## src/design/pairwise_attraction_particle_step_defines.svh

```systemverilog
// ----------------------------------------------------------------------------
// Assertion macros for the particle step block
// Clocked on i_clk, disabled while i_rst_n is low.
// ----------------------------------------------------------------------------
`ifndef PAIRWISE_ATTRACTION_PARTICLE_STEP_DEFINES_SVH
`define PAIRWISE_ATTRACTION_PARTICLE_STEP_DEFINES_SVH

// condition holds at every clock edge
`define PAP_CHECK(label, cond) \
    label: assert property (@(posedge i_clk) disable iff (!i_rst_n) (cond)) \
        else $error("pap check failed");

// consequence holds in the cycle of the antecedent
`define PAP_IMPLY(label, ante, cons) \
    label: assert property (@(posedge i_clk) disable iff (!i_rst_n) (ante) |-> (cons)) \
        else $error("pap implication failed");

`endif

```

## src/design/pap_pkg.sv

```systemverilog
// ----------------------------------------------------------------------------
// pap_pkg
// Types and constants shared by the particle step controller and datapath.
// ----------------------------------------------------------------------------
package pap_pkg;

    localparam int SqrtSteps   = 20;  // root of a 40-bit square
    localparam int Div1Steps   = 29;  // unit component quotient bits
    localparam int Div2Steps   = 45;  // gain quotient bits
    localparam int ReportLimit = 64;
    localparam int IterW       = 6;

    localparam logic [11:0] AreaWidthRst  = 12'd800;
    localparam logic [11:0] AreaHeightRst = 12'd600;
    localparam logic [11:0] RangeRst      = 12'd100;

    localparam logic [1:0] CfgAreaWidth  = 2'd0;
    localparam logic [1:0] CfgAreaHeight = 2'd1;
    localparam logic [1:0] CfgRange      = 2'd2;

    localparam logic CmdAdd = 1'b0;

    localparam logic [1:0] StsAdded  = 2'd0;
    localparam logic [1:0] StsFull   = 2'd1;
    localparam logic [1:0] StsReport = 2'd2;
    localparam logic [1:0] StsEmpty  = 2'd3;

    typedef struct packed {
        logic signed [23:0] x;
        logic signed [23:0] y;
        logic signed [31:0] vx;
        logic signed [31:0] vy;
        logic [7:0]         radius;
    } t_part;

    typedef enum logic [4:0] {
        S_IDLE, S_ADD, S_LIM, S_RD_I, S_LOAD_I, S_JCHK, S_DIFF, S_SQ, S_SUM,
        S_TEST, S_SQRT, S_DD, S_D1I, S_D1, S_MRR, S_D2, S_ACC, S_MOVE, S_POS,
        S_WB, S_CPRD, S_CPWR, S_EMPTY, S_RPRD, S_RPOUT
    } t_state;

    typedef enum logic [4:0] {
        DP_NOP, DP_LATCH, DP_ADD, DP_FULL, DP_LIM, DP_LOAD_I, DP_DIFF, DP_SQ,
        DP_SUM, DP_SQRT, DP_DD, DP_DIV1_INIT, DP_DIV1, DP_MUL_RR, DP_DIV2,
        DP_ACC, DP_MOVE, DP_POS, DP_WB, DP_CP_WR, DP_EMPTY, DP_REPORT
    } t_dp_op;

    typedef struct packed {
        t_dp_op op;
        logic   axis;   // 0 x, 1 y
        logic   last;   // final report of a tick
    } t_dp_cmd;

    typedef struct packed {
        logic out_free;
        logic skip;     // pair out of range or coincident
        logic alive;    // read particle has nonzero radius
    } t_dp_stat;

endpackage

```

## src/design/pap_ctrl.sv

```systemverilog
// ----------------------------------------------------------------------------
// pap_ctrl
// Sequencer for adds, the pairwise tick loop, compaction and reporting.
// ----------------------------------------------------------------------------
`include "pairwise_attraction_particle_step_defines.svh"

module pap_ctrl #(
    parameter int MAX_PARTICLES = 64
) (
    input  logic                               i_clk,
    input  logic                               i_rst_n,
    input  logic                               i_s_tvalid,
    input  logic [0:0]                         i_s_tuser,
    output logic                               o_s_tready,
    output pap_pkg::t_dp_cmd                   o_cmd,
    output logic [$clog2(MAX_PARTICLES)-1:0]   o_rd_addr,
    output logic [$clog2(MAX_PARTICLES)-1:0]   o_wr_addr,
    input  pap_pkg::t_dp_stat                  i_stat
);
    import pap_pkg::*;

    localparam int AW = $clog2(MAX_PARTICLES);
    localparam int CW = $clog2(MAX_PARTICLES + 1);

    t_state          r_state, n_state;
    logic [CW-1:0]   r_live, n_live;
    logic [CW-1:0]   r_i, n_i;
    logic [CW-1:0]   r_j, n_j;
    logic [CW-1:0]   r_w, n_w;
    logic [IterW-1:0] r_cnt, n_cnt;
    logic            r_axis, n_axis;
    logic            w_full;
    logic            w_rep_last;
    logic            w_out_load;

    assign w_full = (r_live >= CW'(MAX_PARTICLES));
    assign w_rep_last = (32'(r_i) + 32'd1 == 32'(r_live)) ||
                        (32'(r_i) + 32'd1 == 32'(ReportLimit));

    always_ff @(posedge i_clk) begin
        if (!i_rst_n) begin
            r_state   <= S_IDLE;
            r_live    <= '0;
            r_i       <= '0;
            r_j       <= '0;
            r_w       <= '0;
            r_cnt     <= '0;
            r_axis    <= 1'b0;
        end else begin
            r_state   <= n_state;
            r_live    <= n_live;
            r_i       <= n_i;
            r_j       <= n_j;
            r_w       <= n_w;
            r_cnt     <= n_cnt;
            r_axis    <= n_axis;
        end
    end

    // next state and counters
    always_comb begin
        n_state   = r_state;
        n_live    = r_live;
        n_i       = r_i;
        n_j       = r_j;
        n_w       = r_w;
        n_cnt     = r_cnt;
        n_axis    = r_axis;
        case (r_state)
            S_IDLE: begin
                if (i_s_tvalid) begin
                    n_state   = (i_s_tuser[0] == CmdAdd) ? S_ADD : S_LIM;
                end
            end
            S_ADD: begin
                if (i_stat.out_free) begin
                    if (!w_full) begin
                        n_live = r_live + CW'(1);
                    end
                    n_state = S_IDLE;
                end
            end
            S_LIM: begin
                n_i = '0;
                n_w = '0;
                n_state = (r_live == '0) ? S_CPRD : S_RD_I;
            end
            S_RD_I: begin
                n_j = '0;
                n_state = S_LOAD_I;
            end
            S_LOAD_I: n_state = S_JCHK;
            S_JCHK: begin
                if (r_j == r_live) begin
                    n_state = S_MOVE;
                end else if (r_j == r_i) begin
                    n_j = r_j + CW'(1);
                end else begin
                    n_state = S_DIFF;
                end
            end
            S_DIFF: n_state = S_SQ;
            S_SQ:   n_state = S_SUM;
            S_SUM:  n_state = S_TEST;
            S_TEST: begin
                if (i_stat.skip) begin
                    n_j = r_j + CW'(1);
                    n_state = S_JCHK;
                end else begin
                    n_cnt = '0;
                    n_state = S_SQRT;
                end
            end
            S_SQRT: begin
                n_cnt = r_cnt + IterW'(1);
                if (r_cnt == IterW'(SqrtSteps - 1)) begin
                    n_state = S_DD;
                end
            end
            S_DD: begin
                n_axis = 1'b0;
                n_state = S_D1I;
            end
            S_D1I: begin
                n_cnt = '0;
                n_state = S_D1;
            end
            S_D1: begin
                n_cnt = r_cnt + IterW'(1);
                if (r_cnt == IterW'(Div1Steps - 1)) begin
                    n_state = S_MRR;
                end
            end
            S_MRR: begin
                n_cnt = '0;
                n_state = S_D2;
            end
            S_D2: begin
                n_cnt = r_cnt + IterW'(1);
                if (r_cnt == IterW'(Div2Steps - 1)) begin
                    n_state = S_ACC;
                end
            end
            S_ACC: begin
                if (!r_axis) begin
                    n_axis = 1'b1;
                    n_state = S_D1I;
                end else begin
                    n_j = r_j + CW'(1);
                    n_state = S_JCHK;
                end
            end
            S_MOVE: n_state = S_POS;
            S_POS:  n_state = S_WB;
            S_WB: begin
                if (r_i + CW'(1) == r_live) begin
                    n_i = '0;
                    n_w = '0;
                    n_state = S_CPRD;
                end else begin
                    n_i = r_i + CW'(1);
                    n_state = S_RD_I;
                end
            end
            S_CPRD: begin
                if (r_i == r_live) begin
                    n_live = r_w;
                    n_i = '0;
                    n_state = (r_w == '0) ? S_EMPTY : S_RPRD;
                end else begin
                    n_state = S_CPWR;
                end
            end
            S_CPWR: begin
                if (i_stat.alive) begin
                    n_w = r_w + CW'(1);
                end
                n_i = r_i + CW'(1);
                n_state = S_CPRD;
            end
            S_EMPTY: begin
                if (i_stat.out_free) begin
                    n_state = S_IDLE;
                end
            end
            S_RPRD: n_state = S_RPOUT;
            S_RPOUT: begin
                if (i_stat.out_free) begin
                    if (w_rep_last) begin
                        n_state = S_IDLE;
                    end else begin
                        n_i = r_i + CW'(1);
                        n_state = S_RPRD;
                    end
                end
            end
            default: n_state = S_IDLE;
        endcase
    end

    // datapath commands
    always_comb begin
        o_s_tready = 1'b0;
        o_cmd.op   = DP_NOP;
        o_cmd.axis = r_axis;
        o_cmd.last = w_rep_last;
        o_rd_addr  = r_i[AW-1:0];
        o_wr_addr  = r_i[AW-1:0];
        case (r_state)
            S_IDLE: begin
                o_s_tready = 1'b1;
                if (i_s_tvalid) begin
                    o_cmd.op = DP_LATCH;
                end
            end
            S_ADD: begin
                o_wr_addr = r_live[AW-1:0];
                if (i_stat.out_free) begin
                    o_cmd.op = w_full ? DP_FULL : DP_ADD;
                end
            end
            S_LIM:    o_cmd.op = DP_LIM;
            S_LOAD_I: o_cmd.op = DP_LOAD_I;
            S_JCHK:   o_rd_addr = r_j[AW-1:0];
            S_DIFF:   o_cmd.op = DP_DIFF;
            S_SQ:     o_cmd.op = DP_SQ;
            S_SUM:    o_cmd.op = DP_SUM;
            S_SQRT:   o_cmd.op = DP_SQRT;
            S_DD:     o_cmd.op = DP_DD;
            S_D1I:    o_cmd.op = DP_DIV1_INIT;
            S_D1:     o_cmd.op = DP_DIV1;
            S_MRR:    o_cmd.op = DP_MUL_RR;
            S_D2:     o_cmd.op = DP_DIV2;
            S_ACC:    o_cmd.op = DP_ACC;
            S_MOVE:   o_cmd.op = DP_MOVE;
            S_POS:    o_cmd.op = DP_POS;
            S_WB:     o_cmd.op = DP_WB;
            S_CPWR: begin
                o_wr_addr = r_w[AW-1:0];
                if (i_stat.alive) begin
                    o_cmd.op = DP_CP_WR;
                end
            end
            S_EMPTY: begin
                if (i_stat.out_free) begin
                    o_cmd.op = DP_EMPTY;
                end
            end
            S_RPOUT: begin
                if (i_stat.out_free) begin
                    o_cmd.op = DP_REPORT;
                end
            end
            default: o_cmd.op = DP_NOP;
        endcase
    end

    assign w_out_load = (o_cmd.op == DP_ADD) || (o_cmd.op == DP_FULL) ||
                        (o_cmd.op == DP_EMPTY) || (o_cmd.op == DP_REPORT);

    `PAP_CHECK(a_live_bound, r_live <= CW'(MAX_PARTICLES))
    `PAP_IMPLY(a_out_load_free, w_out_load, i_stat.out_free)
    `PAP_IMPLY(a_compact_order, (r_state == S_CPRD || r_state == S_CPWR), r_w <= r_i)

endmodule

```

## config.mk

```make
export PLATFORM = sky130hd
export DESIGN_NAME = pap_ctrl
export DESIGN_NICKNAME = d
export VERILOG_FILES = /design/src/design/pap_pkg.sv /design/src/design/pap_ctrl.sv
export VERILOG_INCLUDE_DIRS = /design/src /design/src/design
export SDC_FILE = /design/constraint.sdc
export NUM_CORES = 1
export LEC_CHECK = 0
export ABC_CLOCK_PERIOD_IN_PS = 2800
export BUFFER_PORTS_ARGS = -buffer_cell sky130_fd_sc_hd__buf_2
export CAP_MARGIN = 5
export CORE_AREA = 2 2 90 92
export CTS_CLUSTER_SIZE = 14
export DETAILED_ROUTE_END_ITERATION = 6
export DIE_AREA = 0 0 92 94
export PLACE_DENSITY = 0.66
export SLEW_MARGIN = 20
export SYNTH_ARGS = -nofsm -noshare
export SYNTH_HDL_FRONTEND = slang
export SYNTH_SLANG_ARGS = --single-unit
```

## constraint.sdc

```tcl
create_clock -name i_clk -period 2.8 [get_ports i_clk]
set_input_delay 0 -clock i_clk [delete_from_list [all_inputs] [get_ports i_clk]]
set_output_delay 0 -clock i_clk [all_outputs]
set_load 0.03 [all_outputs]
```

==> summary.txt <==
Run status
  – Result of the run: finished, final reports clean

Routing
  – Iteration-0 DRC count of the detailed router: 541
  – Final routed wire length divided by cell count: 17.1 um
  – Routed vias/inst: 6.14
  – First-pass iteration count of the detailed router: 6
  – Routed Wire Length: 10,400 um
  – Via count: 3,749
  – Antenna Nets Post-Route: 0
  – Drt drc: 0

STA
  – Time the worst path needs with I/O delays and setup: 2.69 ns
  – Worst-Margin Slew: 0.695 ns
  – Ratio of final minimum period to clock period: 95.9%
  – Setup Total Neg Slack: 0 ns
  – Clk_skew: 0.00857 ns
  – Final Max Tran Viols: 0
  – Min setup slack post-route: 0.114 ns
  – Slew Limit Headroom: 53.2%
  – Count of final setup violators: 0
  – Final-layout worst hold slack: 0.111 ns
  – Unrepaired setup endpoints after global routing: false
  – Hold Violations, Final: 0
  – Max Clock Freq: 0.372 GHz

Global routing
  – Number of antenna violations at the first check in global routing: 0
  – Global Route Usage Sum: 24.4%
  – Largest net degree at the start of global routing: 26
  – GRT Residual Overflow: 0
  – Vias in the first global route: 3,299
  – Global-route wire length before repair: 16,900 um

Floorplanning
  – Floorplan die area: 8650 um2
  – Die span in y: 94 um
  – Number of standard-cell rows in the floorplan: 32
  – Initial Util: 48.5%
  – Standard cell core area: 7610 um2
  – Number of I/O pins: 27
  – Die outline width: 92 um

Placement
  – Weighted congestion reported at the end of routability-driven placement: 0.938
  – IO buf count: 26
  – Detail Placement HPWL: 7840 um
  – Place WS: 0.0580 ns

Layout
  – Post-synthesis to final-layout area growth: 7.42%
  – Nets: 523
  – Ratio of cells with drive above 1 in the final layout: 19.1%
  – Number of fillers in the final layout: 746
  – Number of diodes added for antenna fixing: 0

Critical path
  – Startpoint-to-endpoint class of the critical path: flop to flop
  – Endpoint required time on the critical path: 3.00 ns
  – Maximum cell stage delay along the critical path: 0.67 ns
  – Internal reg-to-reg setup slack: 0.11 ns
  – Reg2reg end: r_w[6]
  – Endpoint class of the critical path: flop
  – Critical-path maximum fanout: 12
  – Number of cells on the worst reg-to-reg path: 7
  – Cell-by-cell trace of the critical path: nand2_4, or3_4, a211oi_4, and4_2, o2111ai_4, nor2_2, mux2_4
  – Kind of cell with the highest combined delay on the critical path: simple AND/OR/NAND/NOR gates
  – Buf/Inv on CP: 0
  – Crit path arrival time: 2.88 ns
  – Critical Path Start Type: flop
  – Slowest stage cell, crit path: dfxtp_1
  – Critical register-to-register path startpoint: r_i[3]

Synthesis
  – Number of enable flip-flop cells after synthesis: 0
  – Register bit count reported by yosys: 40
  – Post-Synthesis Cells: 490
  – Simple logic cell fraction of the synthesized area: 29.5%
  – Synthesized netlist net count: 505
  – Most frequent cells after synthesis: nand2_1, nor2_1, dfxtp_1
  – Most common cell in the synthesized netlist: nand2_1
  – Mux cell area share after synthesis: 1.59%
  – Main combinational cell family by area after synthesis: simple AND/OR/NAND/NOR gates
  – Sequential area share after synthesis: 21.7%
  – Most used flip-flop cell after synthesis: dfxtp_1
  – Adder-cell share of the synthesized area: 2.71%
  – Distinct cell type count of the synthesized netlist: 92
  – Fraction of the mapped netlist area in compound gates: 26.8%
  – Yosys synthesis warning count: 0
  – Proportion of netlist area held by the largest area contributor: 21.7%
  – Mean Syn Cell Area: 7.54 um2
  – Netlist area before placement: 3690 um2
  – Top area cells in the synthesized netlist: dfxtp_1, xor2_1, nand2_1
  – Share of flip-flops with an asynchronous set or reset after synthesis: 0%
  – Library cell occupying the most area in the post-synthesis netlist: dfxtp_1
  – XOR/XNOR share of the synthesized area: 8.30%

Pwr
  – Power Total: 2.67 mW
  – Power per Cell Area: 673 nW/um2
  – Share of total power in sequential cells: 26.0%
  – Switching Fraction: 48.8%
  – Leak pwr: 1.60 nW
  – Design internal power: 1.37 mW
  – Switching power of the nets: 1.30 mW
  – Gate power share: 58.1%
  – Clk pwr share: 15.9%
  – Worst voltage drop across the vdd grid: 0.322 mV

Clock network
  – H-tree lvl count: 2
  – Sink count of the clock tree: 40
  – Clock latency reported for the late side of the worst-skew pair: 0.30 ns
  – Clock root cell: clkbuf_8
  – CTS tree: yes
  – Count of hold-fix buffers inserted at cts: 0
  – Clock buffers created by TritonCTS: 5
  – Clock edge transition at the registers on the reported setup and hold paths: 0.09 ns
  – Max Root-Sink Buffers: 2

Hold path
  – Hold path endpoint: r_i[1]
  – Class of the tightest hold or removal check: primary input to flop
  – Hold path depth: 3
  – Worst Hold Launch: i_rst_n

Job
  – Max-cap violations: 0
-- area by class of cell --
type                            instances  area [um2]  share of cell area (%)
Multi-Input combinational cell        390        2550                    64.3
Timing Repair Buffer                   50         310                    7.82
Sequential cell                        40         801                    20.2
Clock inverter                          2        15.0                   0.379
Clock buffer                            6        82.6                    2.08
Tap cell                              102         128                    3.22
Inverter                               21        78.8                    1.99
-- stage by stage --
step | instance area, um2 | std cells | utilization (%)
2_1_floorplan | 3690 | 490 | -
3_3_place_gp | 3860 | 603 | 50.7
3_5_place_dp | 3860 | 603 | 50.7
4_1_cts | 3960 | 611 | 52.0
5_1_grt | 3970 | 611 | 52.1
6_report | 3970 | 611 | 52.1
-- worst reg2reg max path, cell delays in order, from the launching register on --
cell,delay [ns]
dfxtp_1,0.67
nand2_4,0.12
or3_4,0.40
a211oi_4,0.35
and4_2,0.43
o2111ai_4,0.17
nor2_2,0.16
mux2_4,0.30
-- cells in the final DEF (no fill, tap or decap), types with 9 or more instances in the layout --
cell     instances
nor2_1          49
a22oi_1         11
nand4_1          9
o21ai_0         33
buf_2           26
dfxtp_1         40
a21oi_1         28
nor3_1          19
inv_1           18
buf_4           24
nand3_1         16
nand2_1         57
xor2_1          26
-- sequential cells by signal, summed over array words and instances, names as in the netlist --
signal / count
r_live: 7
r_w: 7
r_cnt: 6
r_j: 7
r_state: 5
r_axis: 1
r_i: 7
-- cells by family after synthesis --
family / Yosys count
and+or+nand+nor: 204
AOI/OAI and AO/OA: 138
buffers and inverters: 60
DFF: 40
xor gates and xnor gates: 35
adders and majority gates: 8
muxes: 5
-- worst max path at each step --
stage                      start  endpoint  slack [ns]  cells past startpoint
final                     r_i[3]    r_w[6]        0.11                      7
after global routing      r_i[3]    r_w[6]        0.01                      7
after CTS                 r_i[0]    r_w[6]        0.05                      8
after detailed placement  r_i[0]    r_w[6]        0.06                      8
after global placement    r_i[0]    r_w[6]        0.17                      8
after floorplan           r_i[0]    r_w[6]        0.50                      9
-- power by group through the flow --
stage	Sequential [mW]	Clock (mW)	Combinational, mW
floorplan	0.659	0	1.22
global placement	0.701	0	1.52
detailed placement	0.703	0	1.52
CTS	0.689	0.436	1.52
global route	0.698	0.463	1.69
finish	0.693	0.424	1.55
-- per-layer routing --
metal / routed length [um] / up-vias / GRT usage (%)
met5: 0 / - / 0
met3: 783 / 14 / 3.53
met1: 4730 / 1755 / 34.6
met4: 144 / 0 / 5.10
met2: 4790 / 175 / 39.6
li1: - / 1805 / -
-- timing repair --
| item | 4_1_cts | 5_1_grt |
|---|---|---|
| endpoints found under the setup margin | 0 | 1 |
| resized for setup | 0 | 2 |
| setup buffers | 0 | 0 |
No activity file was read; power rests on OpenSTA's default activity.
